--- config.mk ---
export PLATFORM = sky130hd
export DESIGN_NAME = pva_cell
export DESIGN_NICKNAME = d
export VERILOG_FILES = /design/src/rtl/priority_voice_allocator_top_assert.svh /design/src/rtl/pva_pkg.sv /design/src/rtl/pva_cell.sv
export SDC_FILE = /design/constraint.sdc
export NUM_CORES = 1
export LEC_CHECK = 0
export ABC_AREA = 1
export BUFFER_PORTS_ARGS = -buffer_cell sky130_fd_sc_hd__buf_2
export CAP_MARGIN = 10
export CORE_UTILIZATION = 48
export CTS_BUF_LIST = sky130_fd_sc_hd__clkbuf_4 sky130_fd_sc_hd__clkbuf_8
export CTS_CLUSTER_DIAMETER = 50
export DETAILED_ROUTE_END_ITERATION = 6
export MAX_ROUTING_LAYER = met4
export PLACE_DENSITY_LB_ADDON = 0.05
export SLEW_MARGIN = 20
export SYNTH_ARGS = -nofsm -noshare
export SYNTH_HDL_FRONTEND = slang
export SYNTH_SLANG_ARGS = --single-unit
--- constraint.sdc ---
create_clock -name clk_i -period 2.95 [get_ports clk_i]
set_input_delay 0.295 -clock clk_i [delete_from_list [all_inputs] [get_ports clk_i]]
set_output_delay 0.295 -clock clk_i [all_outputs]
set_load 0.03 [all_outputs]
--- src/rtl/priority_voice_allocator_top_assert.svh ---
// Assertion macros for the priority voice allocator.
`ifndef PRIORITY_VOICE_ALLOCATOR_TOP_ASSERT_SVH
`define PRIORITY_VOICE_ALLOCATOR_TOP_ASSERT_SVH
`ifndef SYNTHESIS
// The consequent must hold in the cycle after the antecedent.
`define PVA_ASSERT_NEXT(label, clk, rst_n, ante, cons) \
  label: assert property (@(posedge clk) disable iff (!rst_n) (ante) |=> (cons)) \
    else $error("voice allocator check failed");
// The consequent must hold in the same cycle as the antecedent.
`define PVA_ASSERT_NOW(label, clk, rst_n, ante, cons) \
  label: assert property (@(posedge clk) disable iff (!rst_n) (ante) |-> (cons)) \
    else $error("voice allocator check failed");
`else
`define PVA_ASSERT_NEXT(label, clk, rst_n, ante, cons)
`define PVA_ASSERT_NOW(label, clk, rst_n, ante, cons)
`endif
`endif

--- src/rtl/pva_pkg.sv ---
// Shared types, constants and helpers of the priority voice allocator.
package pva_pkg;

  // Size of the voice pool and the derived widths.
  localparam int Voices = 32;
  localparam int IdxW   = (Voices > 1) ? $clog2(Voices) : 1;
  localparam int CntW   = $clog2(Voices + 1);

  // Transaction kinds.
  localparam logic KindRequest = 1'b0;
  localparam logic KindRelease = 1'b1;

  // Result status codes.
  localparam logic StatusOk   = 1'b0;
  localparam logic StatusNone = 1'b1;

  // Controller states.
  typedef enum logic [1:0] {
    StIdle = 2'b01,
    StScan = 2'b10
  } state_e;

  // Search record handed from cell to cell along the chain.
  typedef struct packed {
    logic            free_hit;
    logic [IdxW-1:0] free_idx;
    logic            low_hit;
    logic [IdxW-1:0] low_idx;
    logic [15:0]     low_sound;
    logic            eq_hit;
    logic [IdxW-1:0] eq_idx;
    logic [15:0]     eq_sound;
    logic [31:0]     eq_life;
  } cand_t;

  // Write command broadcast to all cells at the end of a transaction.
  typedef struct packed {
    logic            set;
    logic            clr;
    logic [IdxW-1:0] idx;
    logic [7:0]      prio;
    logic [15:0]     sound;
    logic [31:0]     start;
  } wr_t;

  // Low five bits of a voice index, zero-extended when the index is narrower.
  function automatic logic [4:0] idx_field(logic [IdxW-1:0] idx);
    logic [31:0] w;
    w = 32'(idx);
    return w[4:0];
  endfunction

endpackage

--- src/rtl/pva_cell.sv ---
// One voice cell: holds a voice record and refines the search record passing by.
module pva_cell (
  input  logic                     clk_i,
  input  logic                     rst_ni,
  input  logic [pva_pkg::IdxW-1:0] cell_idx_i,
  input  logic [7:0]               req_prio_i,
  input  logic [31:0]              req_now_i,
  input  pva_pkg::cand_t           cand_i,
  input  pva_pkg::wr_t             wr_i,
  output pva_pkg::cand_t           cand_o
);

  logic           busy_q;
  logic [7:0]     prio_q;
  logic [31:0]    start_q;
  logic [15:0]    sound_q;
  logic [31:0]    life;
  logic           hit;
  pva_pkg::cand_t cand_d, cand_q;

  assign hit  = (wr_i.idx == cell_idx_i);
  assign life = req_now_i - start_q;

  // Update the search record with this voice.
  always_comb begin
    cand_d = cand_i;
    if (!cand_i.free_hit && !busy_q) begin
      cand_d.free_hit = 1'b1;
      cand_d.free_idx = cell_idx_i;
    end
    if (busy_q && !cand_i.low_hit && (prio_q > req_prio_i)) begin
      cand_d.low_hit   = 1'b1;
      cand_d.low_idx   = cell_idx_i;
      cand_d.low_sound = sound_q;
    end
    if (busy_q && (prio_q == req_prio_i) && ($signed(life) > $signed(cand_i.eq_life))) begin
      cand_d.eq_hit   = 1'b1;
      cand_d.eq_idx   = cell_idx_i;
      cand_d.eq_sound = sound_q;
      cand_d.eq_life  = life;
    end
  end

  // The busy flag is the only control state of the cell.
  always_ff @(posedge clk_i or negedge rst_ni) begin
    if (!rst_ni) begin
      busy_q <= 1'b0;
    end else if (wr_i.set && hit) begin
      busy_q <= 1'b1;
    end else if (wr_i.clr && hit) begin
      busy_q <= 1'b0;
    end
  end

  // Voice record and the registered hand-off to the next cell.
  always_ff @(posedge clk_i) begin
    if (wr_i.set && hit) begin
      prio_q  <= wr_i.prio;
      start_q <= wr_i.start;
      sound_q <= wr_i.sound;
    end
    cand_q <= cand_d;
  end

  assign cand_o = cand_q;

endmodule

==> results of run 1 <==
power by group:
group          leakage [nW]  internal (W)  switching [W]
clock network         0.207      0.000803       0.000807
registers              1.21       0.00211      0.0000353
logic                  5.59      0.000964        0.00113
total                  7.00       0.00388        0.00197
per-stage QoR:
step | utilization | power (W) | instances | cell area, µm²
global placement | 0.6526 | 0.003672 | 1716 | 10820
CTS | 0.7720 | 0.005666 | 1832 | 12800
floorplan | - | 0.003057 | 1112 | 8277
detailed placement | 0.6526 | 0.003693 | 1716 | 10820
global route | 0.8133 | 0.006088 | 1845 | 13490
finish | 0.8133 | 0.005852 | 1845 | 13490
routing by layer:
metal / up-vias / GRT usage / part of all wire
met5: - / - / 0
met4: 0 / 0.1079 / 0.030
met3: 65 / 0.05709 / 0.067
met2: 398 / 0.5287 / 0.48
met1: 4175 / 0.3920 / 0.43
li1: 4508 / - / -
sequential cells by signal (all words and copies together) (netlist names):
| register | cells |
|---|---|
| sound_q | 16 |
| start_q | 32 |
| cand_o | 82 |
| busy_q | 1 |
| prio_q | 8 |
path summary, 6_finish.rpt:
kind                       depth (start not counted)  slack [ns]                  start            endpoint
max in group asynchronous                          2        2.71                 rst_ni  busy_q$_DFFE_PN0P_
hold / removal                                     3        0.01             cand_i[59]  cand_o[59]$_DFF_P_
hold reg to reg                                    2        0.50  sound_q[14]$_DFFE_PP_  cand_o[68]$_DFF_P_
setup / recovery                                  26       -0.58  start_q[16]$_DFFE_PP_  cand_o[36]$_DFF_P_
min in group asynchronous                          2        0.16                 rst_ni  busy_q$_DFFE_PN0P_
setup reg to reg                                  26       -0.58  start_q[16]$_DFFE_PP_  cand_o[36]$_DFF_P_
worst reg2reg max path: stages, from the launching register on:
cell      delay (ns)
edfxtp_1        0.38
inv_1           0.10
ha_4            0.21
nand2_2         0.08
buf_4           0.12
inv_1           0.04
nand2_1         0.07
nand2_2         0.11
a21oi_2         0.19
nor2_2          0.06
nor2_2          0.14
nand2_1         0.07
nand2_1         0.08
nand2_2         0.08
ha_4            0.28
nand2_2         0.05
nor2_2          0.11
nand4_1         0.18
nor3b_4         0.27
nand2_2         0.14
nand2_4         0.12
nand2_4         0.08
nand2_8         0.11
buf_12          0.14
buf_16          0.13
nand3_2         0.07
nand2_1         0.07
what timing repair did:
action,4_1_cts,5_1_grt
endpoints found under the setup margin,54,54
buffers inserted,18,9
endpoints found under the hold margin,58,0
gates cloned,8,5
pin swaps,40,75
gates resized for setup,144,121
hold buffers,58,0
cell usage in the layout, fill, tap and decap left out, types with 17 or more instances in the layout:
cell and instances:
nand3_1 64, a21oi_1 26, dlygate4sd3_1 58, nand2_2 71, inv_1 187, nand3_2 34, clkbuf_8 18, nand2_1 304
ha_4 33, dfxtp_1 82, edfxtp_1 56, buf_4 132, buf_2 273, nand2_4 17, nor2_2 20, nor2_1 39
ha_1 38
cell families after synthesis:
logic type	after synthesis	synth area share
xor gates and xnor gates	18	0.01929
DFF	139	0.4097
buffers and inverters	220	0.1098
adders and majority gates	72	0.1112
AOI/OAI and AO/OA	71	0.04793
muxes	1	0.001378
and+or+nand+nor	591	0.3007
area by class of cell:
| cell class | count | area (µm²) | area share |
|---|---|---|---|
| well taps | 220 | 275.3 | 0.02041 |
| clock inverters | 12 | 136.4 | 0.01011 |
| repair buffers | 500 | 3602 | 0.2671 |
| clock buffers | 20 | 262.8 | 0.01948 |
| multi-input cells | 753 | 5106 | 0.3786 |
| inverters | 201 | 757.0 | 0.05612 |
| flip-flops and latches | 139 | 3348 | 0.2482 |
==> results.json, run 1 <==
{
  "setup_violations": 54,
  "dp_slack_ns": -0.6067,
  "grt_pass1_vias": 8672,
  "path_delay_family": "simple AND/OR/NAND/NOR gates",
  "finalWirelength_um": 28490,
  "cts_max_level": 4,
  "synth_common_cells": "nand2_1, inv_1, nand3_1",
  "worstPathArrival_ns": 3.92,
  "status": "complete, but fails checks",
  "syn_inst": 1112,
  "fin_crit_sh": 1.195,
  "cts_tree": "yes",
  "ant_nets": 0,
  "fmax_mhz": 283.6,
  "vias_per_cell": 4.957,
  "cp_num_buf_inv": 5,
  "first_pass_iters": 5,
  "hpwl_um": 19000,
  "place.gp.congestion": 0.9613,
  "drv_cap": 0,
  "drcViolationCount": 0,
  "critPathKind": "reg -> reg",
  "relSlewSlack": 0.5407,
  "fill_cells": 1119,
  "async_flop_share": 0.007194,
  "violations": "setup timing",
  "min_period_ns": 3.526,
  "nets": 1876,
  "syn_area_per_cell_um2": 7.349,
  "antenna_found_initial": 0,
  "clk_pin_slew_worst_paths_ns": 0.09,
  "drive_above_1_share": 0.4369,
  "crit_path_top_delay_cell": "edfxtp_1",
  "rows": 47,
  "timing.hold.ws_ns": 0.01473,
  "startpoint_type": "register",
  "leakage_nw": 7.002,
  "hold_path_class": "in -> reg",
  "wl_per_cell_um": 15.44,
  "yosysWarnings": 0,
  "critical_path.max_stage_delay_ns": 0.38,
  "start_util": 0.4928,
  "port_buffers": 273,
  "synth_top_cell_by_area": "edfxtp_1",
  "drt_iter0_markers": 592,
  "die_y_um": 132.5,
  "powerDensity_nw_per_um2": 433.8,
  "crit_top_cell": "nand2_2",
  "fin_skew_ns": 0.01667,
  "io_pins": 274,
  "synth_area_um2": 8172,
  "worstSkewPairLatency_ns": 0.47,
  "core-area_um2": 16580,
  "drv_slew": 0,
  "synth_edf_count": 56,
  "finalSetupTns_ns": -29.07,
  "clockRootBuffer": "clkbuf_8",
  "overflow": 0,
  "synth_cell_type_count": 37,
  "ys_ff_latch": 139,
  "vias": 9146,
  "worst_setup_path_end_kind": "register",
  "syn_nets": 1376,
  "clk_path_buf_depth": 2,
  "fp.dieW_um": 132.5,
  "ys_seq_area_frac": 0.4097,
  "rsz0062_at_grt": "yes",
  "final.setup.worst_slack_ns": -0.5758,
  "grt_use_total": 0.3192,
  "die_area_um2": 17550,
  "yosysMostFrequentCell": "nand2_1",
  "n_antenna_cell": 0,
  "ir_worst_vdd_uv": 278.3,
  "ys.flop_type": "dfxtp_1",
  "finalHoldViolations": 0,
  "synth_top_area_frac": 0.2058,
  "grt_start_max_net_pins": 57,
  "synth.area.top_cells": "edfxtp_1, dfxtp_1, nand2_1, ha_1, inv_1",
  "cts_inserted_buffers": 17,
  "grt_pass1_wl_um": 42340,
  "crit_fanout": 5,
  "clock-sinks": 139,
  "worstMarginPinSlew_ns": 0.6865,
  "area_delta_synth_final_pct": 65.06,
  "worst_ep_required_time_ns": 3.35
}
(Power assumes the default switching activity.)
==> inputs of run 2 (changes only) <==
--- a/config.mk
+++ b/config.mk
@@ -8,6 +8,7 @@
 export ABC_AREA = 1
 export BUFFER_PORTS_ARGS = -buffer_cell sky130_fd_sc_hd__buf_2
 export CAP_MARGIN = 10
+export CORE_MARGIN = 8
 export CORE_UTILIZATION = 48
 export CTS_BUF_LIST = sky130_fd_sc_hd__clkbuf_4 sky130_fd_sc_hd__clkbuf_8
 export CTS_CLUSTER_DIAMETER = 50
==> results.json, run 2 (synthesis results as in run 1) <==
{
  "status": "complete, but fails checks",
  "violations": "setup timing",
  "die_y_um": 146.5,
  "drv_slew": 0,
  "leakage_nw": 6.951,
  "fin_skew_ns": 0.01329,
  "fill_cells": 1124,
  "fin_area_um2": 13280,
  "largest_reg_flops": 82,
  "clockRootBuffer": "clkbuf_8",
  "ant_nets": 0,
  "hold_path_class": "in -> reg",
  "worst_ep_required_time_ns": 3.36,
  "worst_setup_path_end_kind": "register",
  "drt_iter0_markers": 659,
  "min_period_ns": 3.410,
  "ir_worst_vdd_uv": 341.8,
  "final_common_cell": "nand2_1",
  "cts_inserted_buffers": 17,
  "grt_pass1_wl_um": 46750,
  "drv_cap": 0,
  "vias": 9001,
  "finalWirelength_um": 29950,
  "place.gp.congestion": 0.9464,
  "rsz0062_at_grt": "yes",
  "powerDensity_nw_per_um2": 438.2,
  "finalPower_w": 0.005821,
  "grt_use_total": 0.2784,
  "drive_above_1_share": 0.4088,
  "clk_path_buf_depth": 2,
  "clk_pin_slew_worst_paths_ns": 0.09,
  "final.setup.worst_slack_ns": -0.4598,
  "placed_cells": 1721,
  "worstPathArrival_ns": 3.82,
  "cts_max_level": 4,
  "first_pass_iters": 5,
  "cts_tree": "yes",
  "setup_violations": 54,
  "wl_per_cell_um": 16.11,
  "multiInputGateArea_um2": 4930,
  "timing.hold.ws_ns": 0.02347,
  "fp.dieW_um": 146.5,
  "nets": 1885,
  "grt_start_max_net_pins": 37,
  "crit_fanout": 12,
  "final_cell_mix": "nand2_1, buf_2, inv_1, buf_4, nand3_1",
  "rows": 47,
  "worstSkewPairLatency_ns": 0.47,
  "die_area_um2": 21450,
  "grt_pass1_vias": 9400,
  "finalHoldViolations": 0,
  "port_buffers": 273,
  "layout.cells.non_filler": 1859,
  "fin_crit_sh": 1.156,
  "register_area_um2": 3348,
  "vias_per_cell": 4.842,
  "postPlaceCellArea_um2": 10850,
  "worstMarginPinSlew_ns": 0.6471,
  "final_core_util": 0.7982,
  "core-area_um2": 16640,
  "io_pins": 274,
  "startpoint_type": "register",
  "start_util": 0.4910,
  "drcViolationCount": 0,
  "critPathKind": "reg -> reg",
  "area_delta_synth_final_pct": 62.56,
  "fmax_mhz": 293.3,
  "relSlewSlack": 0.5670,
  "hpwl_um": 21270,
  "clock-sinks": 139,
  "overflow": 0,
  "antenna_found_initial": 2
}
[run 2: changes by cell type in the layout (fill, tap and decap cells not counted), sizes merged]
cell         before  now
clkinvlp          0    1
buf             438  427
clkinv            5    2
clkbuf           24   20
inv             206  211
diode             0    5
dlygate4sd3      58   79
[run 2: worst max-delay path, stage by stage (launching register included)]
cell      delay (ns)
edfxtp_1        0.39
inv_2           0.08
ha_4            0.20
buf_6           0.12
nand2_4         0.07
nand2_4         0.06
nand2_2         0.06
nand2_2         0.05
a21oi_2         0.16
nor2_1          0.07
nor2_1          0.15
nand2_1         0.06
nand2_1         0.07
nand2_2         0.09
ha_4            0.29
nand2_2         0.05
nor2_2          0.09
nand4_1         0.18
nor3b_4         0.29
nand2_4         0.12
nand2_4         0.10
nand2_4         0.07
nand2_8         0.16
buf_8           0.16
nand3_1         0.10
nand2_1         0.08
[run 2: cell type report]
cell class,instances,area share
Timing Repair Buffer,509,0.2673
Inverter,201,0.05698
Clock inverter,15,0.01328
Clock buffer,17,0.01761
Multi-Input combinational cell,753,0.3711
Antenna cell,5,0.0009419
Tap cell,220,0.02072
Sequential cell,139,0.2520
[run 2: through the flow]
stage / setup slack (ns) / setup TNS (ns)
floorplan: -0.01222 / -0.3517
CTS: -0.2790 / -13.55
finish: -0.4598 / -22.97
global route: -0.6402 / -32.36
global placement: -0.5323 / -28.03
detailed placement: -0.5920 / -30.74
[run 2: worst paths after layout]
| kind | startpoint | endpoint | slack [ns] | cells past startpoint |
|---|---|---|---|---|
| min in group asynchronous | rst_ni | busy_q$_DFFE_PN0P_ | 0.17 | 2 |
| worst min-delay path | wr_i[0] | start_q[0]$_DFFE_PP_ | 0.02 | 1 |
| worst min register to register | sound_q[13]$_DFFE_PP_ | cand_o[45]$_DFF_P_ | 0.51 | 2 |
| max in group asynchronous | rst_ni | busy_q$_DFFE_PN0P_ | 2.69 | 2 |
| worst max-delay path | start_q[13]$_DFFE_PP_ | cand_o[25]$_DFF_P_ | -0.46 | 25 |
| worst max register to register | start_q[13]$_DFFE_PP_ | cand_o[25]$_DFF_P_ | -0.46 | 25 |
[run 2: timing repair]
item	CTS	global route
endpoints found under the setup margin	54	54
pin swaps	13	8
hold buffers	79	0
endpoints found under the hold margin	79	0
cloned	3	3
resized for setup	157	59
setup buffers	12	5
[run 2: where the power goes]
| part | switching (W) | internal, W | leakage, nW |
|---|---|---|---|
| clock network | 0.000884 | 0.000787 | 0.209 |
| logic | 0.00109 | 0.000909 | 5.53 |
| registers | 0.0000372 | 0.00211 | 1.21 |
[run 2: routing by layer]
layer  up-vias  routed length (µm)  GRT usage
li1       4511                   -          -
met1      4045               12110     0.3125
met2       375               14660     0.4678
met3        70                2169    0.06088
met4         0                1014     0.1257
met5         -                   0          -
